**src/rtl/led_chain_color_frame_top_assert.svh**
```systemverilog
// ----------------------------------------------------------------------------
// LED chain frame assertion macros
// Shorthand for the clocked checks of the LED chain frame generator.
// ----------------------------------------------------------------------------
`ifndef LED_CHAIN_COLOR_FRAME_TOP_ASSERT_SVH
`define LED_CHAIN_COLOR_FRAME_TOP_ASSERT_SVH

// Same-cycle implication, checked outside reset.
`define LCCF_ASSERT_IMP(label, clk, rst_n, ante, cons, msg) \
  label: assert property (@(posedge clk) disable iff (!rst_n) (ante) |-> (cons)) \
    else $error(msg);

// Next-cycle implication, checked outside reset.
`define LCCF_ASSERT_NXT(label, clk, rst_n, ante, cons, msg) \
  label: assert property (@(posedge clk) disable iff (!rst_n) (ante) |=> (cons)) \
    else $error(msg);

`endif

```
**src/rtl/lccf_pkg.sv**
```systemverilog
`timescale 1ns / 1ps
// ----------------------------------------------------------------------------
// LED chain frame package
// Constants, codes and helper functions of the LED chain frame generator.
// ----------------------------------------------------------------------------
package lccf_pkg;

  localparam int LEN_W   = 6;
  localparam int IDX_W   = 5;
  localparam int COLOR_W = 13;
  localparam int WORD_W  = 32;

  // Fixed point unit: 4096 stands for 1.0.
  localparam logic [COLOR_W-1:0] HSL_ONE    = 13'd4096;
  localparam logic [COLOR_W-1:0] HSL_HALF   = 13'd2048;
  localparam logic signed [14:0] THIRD_TURN = 15'sd1365;
  localparam logic [7:0]         BYTE_MAX   = 8'd255;
  localparam logic [7:0]         FLAG_BASE  = 8'hc0;

  // Operation codes.
  localparam logic OP_RGB = 1'b0;
  localparam logic OP_HSL = 1'b1;

  // Color channel codes for the conversion sequencer.
  localparam logic [1:0] CH_RED   = 2'd0;
  localparam logic [1:0] CH_GREEN = 2'd1;
  localparam logic [1:0] CH_BLUE  = 2'd2;

  // Piece of the hue curve that a channel falls on.
  typedef enum logic [1:0] {
    SEG_RISE,
    SEG_FLAT,
    SEG_FALL,
    SEG_LOW
  } hue_seg_t;

  // Clamp an HSL input to one full unit.
  function automatic logic [COLOR_W-1:0] clamp_unit(input logic [COLOR_W-1:0] v);
    clamp_unit = (v > HSL_ONE) ? HSL_ONE : v;
  endfunction

  // Saturate a direct color input to one byte.
  function automatic logic [7:0] sat_byte(input logic [COLOR_W-1:0] v);
    sat_byte = (v > 13'(BYTE_MAX)) ? BYTE_MAX : v[7:0];
  endfunction

  // Build one LED word: flag, blue, green, red.
  function automatic logic [WORD_W-1:0] led_word(input logic [7:0] r,
                                                 input logic [7:0] g,
                                                 input logic [7:0] b);
    logic [7:0] flag;
    flag = FLAG_BASE | {2'b00, ~b[7:6], ~g[7:6], ~r[7:6]};
    led_word = {flag, b, g, r};
  endfunction

endpackage

```
**src/rtl/led_chain_color_frame_top.sv**
```systemverilog
`timescale 1ns / 1ps
// Each frame is n+2 words back to back: head, n LED words, tail. The head word follows the store write.
// A new command is taken only in idle, once the tail word is out; n = active chain length.
// The HSL path runs four passes through one shared 14x14 multiplier, one step per cycle.
// Frame words come from the color store one read per cycle; the receiver cannot stall.
// Reset: colors read as black through per-entry valid bits, chain length 1, no clearing pass.
// ----------------------------------------------------------------------------
// LED chain color frame generator
// Stores one color per LED, converts HSL in fixed point, and sends each frame.
// ----------------------------------------------------------------------------
module led_chain_color_frame_top #(
  parameter int MAX_LEDS = 32
) (
  input  logic                            clk,
  input  logic                            rst_n,
  // Command channel.
  input  logic                            start,
  output logic                            busy,
  input  logic                            in_operation,
  input  logic [lccf_pkg::IDX_W-1:0]      in_led_index,
  input  logic [lccf_pkg::COLOR_W-1:0]    in_color_first,
  input  logic [lccf_pkg::COLOR_W-1:0]    in_color_second,
  input  logic [lccf_pkg::COLOR_W-1:0]    in_color_third,
  // Result channel.
  output logic                            out_strobe,
  output logic [lccf_pkg::WORD_W-1:0]     out_frame_word,
  output logic                            out_last_word,
  // Configuration channel.
  input  logic                            cfg_valid,
  output logic                            cfg_ready,
  input  logic [lccf_pkg::LEN_W-1:0]      cfg_chain_length
);
  import lccf_pkg::*;

`include "led_chain_color_frame_top_assert.svh"

  localparam int AW = (MAX_LEDS > 1) ? $clog2(MAX_LEDS) : 1;
  localparam int CW = $clog2(MAX_LEDS + 1);
  localparam logic [LEN_W-1:0] LEN_MAX = LEN_W'(MAX_LEDS);

  typedef enum logic [3:0] {
    S_IDLE,
    S_QMUL,
    S_QFIN,
    S_CMUL,
    S_CFIN,
    S_WRITE,
    S_HEAD,
    S_LEDS,
    S_TAIL
  } state_t;

  // Control registers.
  state_t                 state_r, state_nxt;
  logic [1:0]             ch_r, ch_nxt;
  logic [CW-1:0]          i_r, i_nxt;
  logic [LEN_W-1:0]       chain_len_r;
  logic                   out_strobe_r, out_strobe_nxt;
  logic                   out_last_word_r, out_last_word_nxt;
  logic [MAX_LEDS-1:0]    vld_r;

  // Datapath registers.
  logic [IDX_W-1:0]       idx_r;
  logic [COLOR_W-1:0]     h_r, s_r, l_r;
  logic signed [14:0]     q_r, p_r;
  logic [13:0]            d_r;
  logic [27:0]            prod_r;
  hue_seg_t               seg_r, seg_nxt;
  logic [7:0]             red_r, grn_r, blu_r;
  logic [WORD_W-1:0]      out_frame_word_r, out_frame_word_nxt;

  // Color store.
  logic [23:0]            mem [MAX_LEDS];
  logic [23:0]            rd_data_r;
  logic                   rd_vld_r;
  logic                   rd_en;
  logic [AW-1:0]          rd_addr;
  logic                   mem_we;
  logic [AW-1:0]          wr_addr;

  // Shared multiplier and helpers.
  logic [13:0]            mul_a, mul_b;
  logic [27:0]            mul_p;
  logic [13:0]            prod_sh;
  logic signed [14:0]     q_w, p_w, dq_w;
  logic signed [14:0]     t_raw, t_wrap;
  logic [12:0]            t13;
  logic [15:0]            t6;
  logic [13:0]            factor;
  logic signed [14:0]     v_w;
  logic [13:0]            u_w;
  logic [21:0]            scaled;
  logic [7:0]             chan_byte;
  logic [CW-1:0]          n_w;
  logic                   accept;

  assign accept    = start && (state_r == S_IDLE);
  assign busy      = (state_r != S_IDLE);
  // The chain length only changes between frames.
  assign cfg_ready = !busy;

  assign out_strobe     = out_strobe_r;
  assign out_last_word  = out_last_word_r;
  assign out_frame_word = out_frame_word_r;

  // Active chain length, limited to the store depth.
  assign n_w = (chain_len_r > LEN_MAX) ? CW'(MAX_LEDS) : CW'(chain_len_r);

  // The one multiplier; its operands follow the sequencer step.
  always_comb begin
    mul_a = d_r;
    mul_b = factor;
    if (state_r == S_QMUL) begin
      mul_a = 14'(l_r);
      mul_b = (l_r < HSL_HALF) ? (14'(HSL_ONE) + 14'(s_r)) : 14'(s_r);
    end
  end
  assign mul_p   = 28'(mul_a) * 28'(mul_b);
  assign prod_sh = prod_r[25:12];

  // Finish q and p from the registered product.
  always_comb begin
    if (l_r < HSL_HALF) begin
      q_w = $signed({1'b0, prod_sh});
    end else begin
      q_w = $signed({2'b00, l_r}) + $signed({2'b00, s_r}) - $signed({1'b0, prod_sh});
    end
    p_w  = $signed({1'b0, l_r, 1'b0}) - q_w;
    dq_w = q_w - p_w;
  end

  // Hue position of the current channel, wrapped into one turn, and its segment.
  always_comb begin
    case (ch_r)
      CH_RED:   t_raw = $signed({2'b00, h_r}) + THIRD_TURN;
      CH_GREEN: t_raw = $signed({2'b00, h_r});
      default:  t_raw = $signed({2'b00, h_r}) - THIRD_TURN;
    endcase
    if (t_raw < 0) begin
      t_wrap = t_raw + $signed({2'b00, HSL_ONE});
    end else if (t_raw > $signed({2'b00, HSL_ONE})) begin
      t_wrap = t_raw - $signed({2'b00, HSL_ONE});
    end else begin
      t_wrap = t_raw;
    end
    t13 = t_wrap[12:0];
    t6  = 16'({t13, 2'b00}) + 16'({t13, 1'b0});
    if (t6 < 16'(HSL_ONE)) begin
      seg_nxt = SEG_RISE;
      factor  = t6[13:0];
    end else if (t13 < HSL_HALF) begin
      seg_nxt = SEG_FLAT;
      factor  = 14'd0;
    end else if (t6 < 16'd16384) begin
      seg_nxt = SEG_FALL;
      factor  = 14'(16'd16384 - t6);
    end else begin
      seg_nxt = SEG_LOW;
      factor  = 14'd0;
    end
  end

  // Channel value to byte: (v * 255) >> 12, saturated.
  always_comb begin
    case (seg_r)
      SEG_RISE: v_w = p_r + $signed({1'b0, prod_sh});
      SEG_FALL: v_w = p_r + $signed({1'b0, prod_sh});
      SEG_FLAT: v_w = q_r;
      default:  v_w = p_r;
    endcase
    u_w       = (v_w < 0) ? 14'd0 : v_w[13:0];
    scaled    = {u_w, 8'b0} - {8'b0, u_w};
    chan_byte = (scaled[21:12] > 10'(BYTE_MAX)) ? BYTE_MAX : scaled[19:12];
  end

  // Sequencer: next state, store write, word output and store read.
  always_comb begin
    state_nxt          = state_r;
    ch_nxt             = ch_r;
    i_nxt              = i_r;
    out_strobe_nxt     = 1'b0;
    out_last_word_nxt  = 1'b0;
    out_frame_word_nxt = '0;
    rd_en              = 1'b0;
    rd_addr            = '0;
    mem_we             = 1'b0;
    wr_addr            = AW'(idx_r);
    case (state_r)
      S_IDLE: begin
        if (start) begin
          ch_nxt    = CH_RED;
          state_nxt = (in_operation == OP_HSL) ? S_QMUL : S_WRITE;
        end
      end
      S_QMUL: begin
        state_nxt = S_QFIN;
      end
      S_QFIN: begin
        state_nxt = S_CMUL;
      end
      S_CMUL: begin
        state_nxt = S_CFIN;
      end
      S_CFIN: begin
        if (ch_r == CH_BLUE) begin
          state_nxt = S_WRITE;
        end else begin
          ch_nxt    = ch_r + 2'd1;
          state_nxt = S_CMUL;
        end
      end
      S_WRITE: begin
        mem_we    = (32'(idx_r) < 32'(MAX_LEDS));
        state_nxt = S_HEAD;
      end
      S_HEAD: begin
        out_strobe_nxt = 1'b1;
        i_nxt          = '0;
        rd_en          = (n_w != '0);
        state_nxt      = (n_w == '0) ? S_TAIL : S_LEDS;
      end
      S_LEDS: begin
        out_strobe_nxt = 1'b1;
        if (rd_vld_r) begin
          out_frame_word_nxt = led_word(rd_data_r[7:0], rd_data_r[15:8], rd_data_r[23:16]);
        end else begin
          out_frame_word_nxt = led_word(8'd0, 8'd0, 8'd0);
        end
        if (i_r == n_w - CW'(1)) begin
          state_nxt = S_TAIL;
        end else begin
          i_nxt   = i_r + CW'(1);
          rd_en   = 1'b1;
          rd_addr = i_nxt[AW-1:0];
        end
      end
      S_TAIL: begin
        out_strobe_nxt    = 1'b1;
        out_last_word_nxt = 1'b1;
        state_nxt         = S_IDLE;
      end
      default: begin
        state_nxt = S_IDLE;
      end
    endcase
  end

  // State and registered outputs.
  always_ff @(posedge clk) begin
    if (!rst_n) begin
      state_r          <= S_IDLE;
      ch_r             <= CH_RED;
      i_r              <= '0;
      chain_len_r      <= LEN_W'(1);
      out_strobe_r     <= 1'b0;
      out_last_word_r  <= 1'b0;
      out_frame_word_r <= '0;
      vld_r            <= '0;
    end else begin
      state_r          <= state_nxt;
      ch_r             <= ch_nxt;
      i_r              <= i_nxt;
      out_strobe_r     <= out_strobe_nxt;
      out_last_word_r  <= out_last_word_nxt;
      out_frame_word_r <= out_frame_word_nxt;
      if (cfg_valid && cfg_ready) begin
        chain_len_r <= cfg_chain_length;
      end
      if (mem_we) begin
        vld_r[wr_addr] <= 1'b1;
      end
    end
  end

  // Datapath registers.
  always_ff @(posedge clk) begin
    if (accept) begin
      idx_r <= in_led_index;
      h_r   <= clamp_unit(in_color_first);
      s_r   <= clamp_unit(in_color_second);
      l_r   <= clamp_unit(in_color_third);
      red_r <= sat_byte(in_color_first);
      grn_r <= sat_byte(in_color_second);
      blu_r <= sat_byte(in_color_third);
    end
    if (state_r == S_QMUL || state_r == S_CMUL) begin
      prod_r <= mul_p;
    end
    if (state_r == S_QFIN) begin
      q_r <= q_w;
      p_r <= p_w;
      d_r <= (dq_w < 0) ? 14'd0 : dq_w[13:0];
    end
    if (state_r == S_CMUL) begin
      seg_r <= seg_nxt;
    end
    if (state_r == S_CFIN) begin
      case (ch_r)
        CH_RED:   red_r <= chan_byte;
        CH_GREEN: grn_r <= chan_byte;
        default:  blu_r <= chan_byte;
      endcase
    end
  end

  // Color store: one write port, one registered read port.
  always_ff @(posedge clk) begin
    if (mem_we) begin
      mem[wr_addr] <= {blu_r, grn_r, red_r};
    end
    if (rd_en) begin
      rd_data_r <= mem[rd_addr];
      rd_vld_r  <= vld_r[rd_addr];
    end
  end

  // Checks.
  `LCCF_ASSERT_NXT(a_accept_busy, clk, rst_n, accept, busy && !out_strobe,
                   "accepted command did not raise busy")
  `LCCF_ASSERT_NXT(a_tail_last, clk, rst_n, state_r == S_TAIL,
                   out_strobe && out_last_word && (out_frame_word == '0),
                   "closing word missing after tail step")
  `LCCF_ASSERT_IMP(a_led_range, clk, rst_n, state_r == S_LEDS, i_r < n_w,
                   "LED word index beyond chain length")
  `LCCF_ASSERT_IMP(a_last_strobe, clk, rst_n, out_last_word, out_strobe && !busy,
                   "last word outside a strobe or while busy")
  `LCCF_ASSERT_NXT(a_write_head, clk, rst_n, state_r == S_WRITE,
                   state_r == S_HEAD && !out_strobe,
                   "store write not followed by frame head")

endmodule
```
**config.mk**
```make
export PLATFORM = sky130hd
export DESIGN_NAME = led_chain_color_frame_top
export DESIGN_NICKNAME = d
export VERILOG_FILES = /design/src/rtl/lccf_pkg.sv /design/src/rtl/led_chain_color_frame_top.sv
export VERILOG_INCLUDE_DIRS = /design/src /design/src/rtl
export SDC_FILE = /design/constraint.sdc
export NUM_CORES = 2
export LEC_CHECK = 0
export BUFFER_PORTS_ARGS = -buffer_cell sky130_fd_sc_hd__buf_2
export CAP_MARGIN = 20
export CORE_ASPECT_RATIO = 0.9
export CORE_MARGIN = 2
export CORE_UTILIZATION = 37
export DETAILED_ROUTE_END_ITERATION = 10
export SLEW_MARGIN = 30
export SYNTH_ARGS = -nofsm -noshare
export SYNTH_HDL_FRONTEND = slang
export SYNTH_SLANG_ARGS = --single-unit
```
**constraint.sdc**
```tcl
create_clock -name clk -period 30.5 [get_ports clk]
set_input_delay 0 -clock clk [delete_from_list [all_inputs] [get_ports clk]]
set_output_delay 0 -clock clk [all_outputs]
set_load 0.02 [all_outputs]
```
==> out/qor.csv <==
metric;value;unit
post-cts-setup-buffers;0;
syn_avg_cell_area;11.9;sq um
grt_util_all_layers;20.9;%
max_freq;0.0882;GHz
std_cell_rows;127;
synth_area;0.0498;sq mm
wl;146000;um
ctsRootBufferMaster;clkbuf_16;
num_vias;34100;
rrSetupSlack;19170;ps
whs_path_depth;2;
cts_max_level;3;
critPathCaptureType;flop;
dieArea;0.138;sq mm
area_growth;14.2;%
first_iter_violations;3454;
ctsResizeCount;0;
dr.pass1.iters;5;
ys_types;90;
ys_async_sr_fraction;0;%
path_class;flop to flop;
clk_pin_slew;60;ps
max_stage_delay;770;ps
clkLatencyLatePin;720;ps
antenna_found_initial;5;
crit_top_cell;inv_1;
hold_viol;0;
diodes;0;
cts.sinks;1002;
status;complete, no violations;
cts_buffers;101;
drv_cap;0;
setup_viol;0;
critPathRequiredTime;30920;ps
cts_buffer_depth;3;
synthCells;4176;
fin_crit_sh;37.2;%
grt_pass1_wl;216000;um
crit_buf_inv;9;
tightest_slew;1010;ps
place_inst;5897;
slowest_stage;ha_1;
cts_hold_buf;76;
ant_nets;0;
reg2reg_depth;44;
slew-limit-headroom;32.2;%
synth_edf_count;895;
layout_min_cycle_time;11330;ps
ys_seq_area_share;58.3;%
finalSetupTns;0;ps
initial_utilization;37.3;%
layout_commonest_cell;edfxtp_1;
die_x;391;um
synth_flop_cell;edfxtp_1;
io_pins;91;
hold_path.class;input pin to flop;
r2r_start;ch_r[1];
port_buffers;90;
cts_tree;built;
cpLargestDelayFamily;adder cells;
wl_per_cell;23.8;um
hold_slack;29.5;ps
routed_via_density;5.53;
drive_gt1_share;11.5;%
nets;4714;
yosys_warnings;0;
arrival;11750;ps
worst_hold_path.endpoint;idx_r[2];
drv_slew;0;
cp_max_fo;26;
layout.cells.non_filler;6160;
synth_nets;4555;
ys_ff_latch;1002;
start_kind;flop;
grt_start_max_net_pins;104;
min_from;in_led_index[2];
rsz0062_at_grt;no;
hpwlAfterDp;92100;um
die_h;352;um
grt-ovfl-total;0;
post-route-drc-count;0;
first_global_vias;32800;
gp_congestion;0.874;
final_cell_mix;edfxtp_1, nand2_1, inv_1;
core;0.133;sq mm
fillCellCount;12300;
fin_skew;47.4;ps
r2r_end;prod_r[25];
-- how the worst max path moves through the flow --
| stage | startpoint | slack, ps | end | cells past startpoint |
|---|---|---|---|---|
| CTS | ch_r[1] | 19190 | prod_r[25] | 44 |
| global placement | ch_r[1] | 19070 | prod_r[25] | 39 |
| detailed placement | ch_r[1] | 19260 | prod_r[25] | 44 |
| floorplan | h_r[0] | 20380 | prod_r[25] | 46 |
| finish | ch_r[1] | 19170 | prod_r[25] | 44 |
| global route | ch_r[1] | 18410 | prod_r[25] | 37 |
-- Yosys cell counts, types with 64 or more instances --
cell type  instances  area (sq um)
nand2b_1          89           557
ha_1             169          2110
o22ai_1           91           569
nand2_1          436          1640
clkbuf_1         175           657
a21oi_1          175           876
nand3_1          194           971
mux2i_1           73           731
a211oi_1          78           586
a31oi_1          117           732
inv_1            330          1240
nor3_1            64           320
dfxtp_1          107          2140
nor2_1           318          1190
edfxtp_1         895         26900
fa_1             155          3100
-- metal layers --
layer / vias to the layer above / global-route usage (%) / wire length [um]
li1: 15500 / - / -
met1: 17100 / 28.9 / 63100
met2: 1283 / 34.5 / 69800
met3: 219 / 3.24 / 10000
met4: 0 / 5.17 / 3570
met5: - / 0 / 0
-- cell type report --
type | instances | area, sq um | share of cell area, %
Sequential cell | 1002 | 29000 | 51.1
Clock inverter | 51 | 500 | 0.880
Timing Repair Buffer | 257 | 1970 | 3.46
Inverter | 332 | 1250 | 2.19
Multi-Input combinational cell | 2641 | 19100 | 33.7
Clock buffer | 136 | 2790 | 4.91
Tap cell | 1741 | 2180 | 3.83
-- flip-flops by register name, summed over array words and instances, names as in the netlist, 2 cells and up --
name / cells
blu_r: 8
ch_r: 2
chain_len_r: 6
d_r: 13
grn_r: 8
h_r: 13
i_r: 6
idx_r: 5
l_r: 13
mem: 768
out_frame_word: 31
p_r: 14
prod_r: 14
q_r: 15
rd_data_r: 24
red_r: 8
s_r: 13
seg_r: 2
state_r: 4
vld_r: 32
-- per-stage QoR --
step	utilization [%]	cell area, sq um	setup slack (ps)
finish	42.6	56900	19170
global route	42.6	56900	18410
CTS	42.6	56900	19190
detailed placement	39.6	52800	19260
global placement	39.5	52700	19070
floorplan	-	49800	20380
-- cells by family after synthesis --
family,after synthesis,share of synthesized area [%]
AO/OA/AOI/OAI,820,11.3
XOR/XNOR,99,1.78
adder cells (fa/ha/maj),324,10.5
buffers and inverters,533,4.08
flip-flops,1002,58.3
multiplexers,94,1.97
other,1,0.00753
AND/OR/NAND/NOR,1303,12.1
Power is not shown: default switching activity piles up to over one toggle a cycle in this logic, so the estimate is an artifact.
